--- src/hdl/bfiq_pkg.sv ---
// Shared constants, codes and types for the Bloom filter insert/query core.
package bfiq_pkg;

	localparam int SLICE_W         = 64;
	localparam int SLICE_COUNT     = 7;
	localparam int SLICE_IDX_W     = 3;
	localparam int SLICE_CNT_W     = 6;
	localparam int BIT_COUNT_W     = 17;
	localparam int BIT_COUNT_RESET = 65536;
	localparam int ROW_W           = 32;
	localparam int ROW_SEL_W       = 5;
	localparam int MAX_BITS_DEF    = 65536;
	localparam int HASH_COUNT_DEF  = 7;

	localparam logic OP_INSERT = 1'b0;
	localparam logic OP_QUERY  = 1'b1;

	typedef enum logic [2:0] {
		ST_CLEAR,
		ST_IDLE,
		ST_LOAD,
		ST_DIV,
		ST_READ,
		ST_UPDATE
	} bfiq_state_t;

	typedef struct packed {
		logic rd;
		logic wr;
	} bfiq_store_cmd_t;

endpackage

--- src/hdl/bfiq_div.sv ---
// Bit-serial remainder unit: 64-bit dividend modulo a narrow divisor.
module bfiq_div #(
	parameter int MOD_W = 17
) (
	input  logic                        clk,
	input  logic                        arst_n,
	input  logic                        load,
	input  logic [bfiq_pkg::SLICE_W-1:0] dividend,
	input  logic [MOD_W-1:0]            divisor,
	output logic                        done,
	output logic [MOD_W-1:0]            rem
);

	logic [bfiq_pkg::SLICE_W-1:0]     dvd_q;
	logic [MOD_W-1:0]                 rem_q;
	logic [bfiq_pkg::SLICE_CNT_W-1:0] cnt_q;
	logic                             run_q;
	logic                             done_q;
	logic [MOD_W:0]                   trial;
	logic [MOD_W:0]                   diff;
	logic [MOD_W-1:0]                 rem_next;

	// One restoring step: shift in the next dividend bit, subtract if it fits.
	always_comb begin
		trial    = {rem_q, dvd_q[bfiq_pkg::SLICE_W-1]};
		diff     = trial - {1'b0, divisor};
		rem_next = (trial >= {1'b0, divisor}) ? diff[MOD_W-1:0] : trial[MOD_W-1:0];
	end

	always_ff @(posedge clk or negedge arst_n) begin
		if (!arst_n) begin
			run_q  <= 1'b0;
			done_q <= 1'b0;
			cnt_q  <= '0;
		end else begin
			done_q <= 1'b0;
			if (load) begin
				run_q <= 1'b1;
				cnt_q <= '0;
			end else if (run_q) begin
				cnt_q <= cnt_q + 1'b1;
				if (cnt_q == '1) begin
					run_q  <= 1'b0;
					done_q <= 1'b1;
				end
			end
		end
	end

	always_ff @(posedge clk) begin
		if (load) begin
			dvd_q <= dividend;
			rem_q <= '0;
		end else if (run_q) begin
			dvd_q <= {dvd_q[bfiq_pkg::SLICE_W-2:0], 1'b0};
			rem_q <= rem_next;
		end
	end

	assign done = done_q;
	assign rem  = rem_q;

	a_rem_below_divisor: assert property (@(posedge clk) disable iff (!arst_n)
		done |-> (rem < divisor))
		else $error("remainder not below divisor");

	a_done_single: assert property (@(posedge clk) disable iff (!arst_n)
		done |=> !done)
		else $error("done held for more than one cycle");

	a_load_runs: assert property (@(posedge clk) disable iff (!arst_n)
		load |=> (run_q && !done))
		else $error("load did not start a run");

endmodule

--- config.mk ---
export PLATFORM = sky130hd
export DESIGN_NAME = bfiq_div
export DESIGN_NICKNAME = d
export VERILOG_FILES = /design/src/hdl/bfiq_pkg.sv /design/src/hdl/bfiq_div.sv
export SDC_FILE = /design/constraint.sdc
export NUM_CORES = 1
export LEC_CHECK = 0
export BUFFER_PORTS_ARGS = -buffer_cell sky130_fd_sc_hd__buf_4
export CAP_MARGIN = 20
export CELL_PAD_IN_SITES_DETAIL_PLACEMENT = 0
export CELL_PAD_IN_SITES_GLOBAL_PLACEMENT = 2
export CORE_ASPECT_RATIO = 0.75
export CORE_MARGIN = 2
export CORE_UTILIZATION = 32
export DETAILED_ROUTE_END_ITERATION = 8
export MAX_ROUTING_LAYER = met4
export PLACE_DENSITY_LB_ADDON = 0.1
export SLEW_MARGIN = 20
export SYNTH_ARGS = -nofsm -noshare
export SYNTH_HDL_FRONTEND = slang
export SYNTH_SLANG_ARGS = --single-unit
--- constraint.sdc ---
create_clock -name clk -period 2.7 [get_ports clk]
set_input_delay 0.405 -clock clk [delete_from_list [all_inputs] [get_ports clk]]
set_output_delay 0.405 -clock clk [all_outputs]
set_load 0.03 [all_outputs]
==> flow_summary.ini <==
[synthesis]
syn_nets = 506
synth_edf_count = 64
yosys.area_share.simple = 0.09634
synth-xor-area-share = 0.02924
synthMuxAreaShare = 0.1543
synth_area_um2 = 4792
synth.most_common_cell = edfxtp_1
synth_fa_ha_area_frac = 0.05117
syn_avg_cell_area_um2 = 11.89
synth_compound_area_frac = 0.1133
ys.flop_type = edfxtp_1
synth_seq_cells = 89
synthArstFlopShare = 0.08989
synth_top_family_by_area = multiplexers
synth_top_area_share = 0.4010
seq_area_frac_synth = 0.5138
ys_top_cells_by_count = edfxtp_1 (64), mux2_2 (63), nand2_1 (30)
synth.area.top_cells = edfxtp_1 (40%), mux2_2 (15%), dfxtp_1 (7.1%), ha_1 (4.7%), dfrtp_1 (4.2%)
syn_inst = 403
yosysTopAreaCell = edfxtp_1
synth_cell_types = 55
yosysWarningCount = 0

[placed_design]
dp_slack_ns = -0.09500
io_buffers = 101
gp_congestion = 0.7863
dp_cells = 714
dpl.hpwl_mm = 8.393

[clock_tree]
clock_path_buffers = 2
tritoncts = yes
cts_max_level = 3
numCtsBuffers = 9
clk_pin_slew_ns = 0.07
cts_sinks = 89
insertion_delay_ns = 0.33
cts-root-buf = clkbuf_16

[timing]
fin_crit_ns = 2.513
finalCritPeriodShare = 0.9308
slew_headroom = 0.6374
clock.fmax_mhz = 397.9
hold_violations = 0
rsz0062_at_grt = no
tightest_slew_ns = 0.5440
holdWs_ns = 0.3554
fin_ws_ns = 0.1869
fin_tns_setup_ns = 0
setup-violations-final = 0
drv_slew = 0
clock_skew_ns = 0.008063

[route]
firstDrtPassIters = 4
drt_iter0_markers = 202
vias = 3424
routedWlPerCell_um = 15.41
drc_errors = 0
routed_wl_mm = 11.30
via_per_inst = 4.671
drtAntennaViolNets = 0

[run_status]
status = finished clean

[final_layout]
areaGrowthSynthToFinish_pct = 31.70
antenna_cells = 0
nets = 631
fin_cells = 733
drive_above_1_share = 0.4296

[die]
fp.dieArea_um2 = 15980
rows = 38
core_um2 = 14550
start_util = 0.3294
die_h_um = 110.0
die_w_um = 145.3
io_pins = 102

[power_and_ir_drop]
power_leakage_nw = 2.668
ir_worst_vdd_uv = 335.2
finalPower_w = 0.004726
power.density_nw_per_um2 = 748.8

[setup_path]
worstSetupEndpointType = flip-flop
timing.rr.start = dvd_q[63]$_DFFE_PP_
path_class = flip-flop to flip-flop
critPathSlowestCell = or4b_1
rr_worst_depth = 11
max_stage_delay_ns = 0.45
reg2reg_slack_ns = 0.19
startpoint = dvd_q[63]$_DFFE_PP_
path_delay_family = compound AO/OA/AOI/OAI gates
cp-start-kind = flip-flop
cp.arrival_ns = 2.78
path_common_cell = inv_1
cp_cell_sequence = inv_1 > ha_1 > inv_1 > fa_2 > a21oi_2 > o21ai_2 > a21oi_1 > o22a_1 > nor3_1 > or4b_1 > o21ai_0
reg2reg_to = rem[16]$_SDFFE_PP0P_
path_buf_inv = 2
required_ns = 2.97
critPathMaxFanout = 2

[grt]
grt_pass1_vias = 3390
grt.overflow.total = 0
grt_pass1_wl_mm = 17.99
grt_antenna_before_repair = 0
grt_start_max_net_pins = 65
track_usage = 0.1479

[worst_hold_path]
hold_path.class = input pin to flip-flop
min_to = dvd_q[0]$_SDFFCE_PN0P_
whs_path_depth = 2
min_from = dividend[0]

[job]
maxCapViolCount = 0
## worst max path at each step
| stage | to | slack, ns | cells past startpoint |
|---|---|---|---|
| finish | rem[16]$_SDFFE_PP0P_ | 0.19 | 11 |
| global route | rem[13]$_SDFFE_PP0P_ | 0.04 | 12 |
| CTS | rem[1]$_SDFFE_PP0P_ | 0.03 | 11 |
| detailed placement | rem[13]$_SDFFE_PP0P_ | -0.09 | 11 |
| global placement | rem[14]$_SDFFE_PP0P_ | -0.02 | 11 |
| floorplan | dvd_q[0]$_SDFFCE_PN0P_ | 0.09 | 4 |
## worst reg2reg max path, cell delays in order, from the launching register on
cell	delay [ns]
edfxtp_1	0.38
inv_1	0.08
ha_1	0.16
inv_1	0.05
fa_2	0.35
a21oi_2	0.19
o21ai_2	0.10
a21oi_1	0.23
o22a_1	0.25
nor3_1	0.06
or4b_1	0.45
o21ai_0	0.14
## placed cells by master, fill, tap and decap left out, drive strengths merged, types with 11 or more instances in the layout
cell / instances
buf: 134
clkbuf: 11
ha: 18
nor2: 23
o21ai: 16
a21oi: 22
mux2: 63
nand2: 30
dfxtp: 17
edfxtp: 64
inv: 24
## layer usage
metal / routed length (um) / vias to the layer above / share of wire / global-route usage
met2: 4548 / 92 / 0.40 / 0.1940
met5: 0 / - / 0 / -
li1: - / 1745 / - / -
met4: 89 / 0 / 0.0079 / 0.04202
met1: 6069 / 1582 / 0.54 / 0.2220
met3: 589 / 5 / 0.052 / 0.03621
## power breakdown
group / switching [W] / leakage, nW / internal [W] / total (W)
combinational: 0.000873 / 1.59 / 0.000775 / 0.00165
sequential: 0.000115 / 0.922 / 0.00166 / 0.00177
clock: 0.000527 / 0.156 / 0.000778 / 0.00131
total: 0.00152 / 2.67 / 0.00321 / 0.00473
## what timing repair did
action / CTS / global route
pin swaps: 0 / 4
buffers inserted: 0 / 1
resized for setup: 2 / 4
setup endpoints to repair: 5 / 17
cloned: 0 / 1
endpoints found under the hold margin: 8 / 0
hold buffers: 1 / 0
## flip-flops by register name (all words and copies together), names as in the netlist
| register | flops |
|---|---|
| dvd_q | 64 |
| rem | 17 |
| done | 1 |
| cnt_q | 6 |
| run_q | 1 |
## kinds of logic (layout without fill, tap and decap cells)
family | count (synthesis) | in the layout
compound gates | 77 | 77
xor+xnor | 16 | 16
fa+ha+maj | 19 | 19
buf+inv | 44 | 173
mux | 66 | 66
simple gates | 92 | 93
flops | 89 | 89
## per-stage QoR
| stage | area [um^2] | utilization |
|---|---|---|
| 4_1_cts | 6276 | 0.4314 |
| 2_1_floorplan | 4792 | - |
| 3_3_place_gp | 5948 | 0.4088 |
| 6_report | 6311 | 0.4338 |
| 3_5_place_dp | 5948 | 0.4088 |
| 5_1_grt | 6311 | 0.4338 |
## final cells by class
cell class | instances | area, um^2
Inverter | 22 | 82.58
Fill cell | 1479 | 8238
Timing Repair Buffer | 135 | 1041
Sequential cell | 89 | 2462
Clock inverter | 5 | 58.81
Multi-Input combinational cell | 271 | 2162
Tap cell | 200 | 250.2
Clock buffer | 11 | 254.0
No activity file was read; power rests on OpenSTA's default activity.
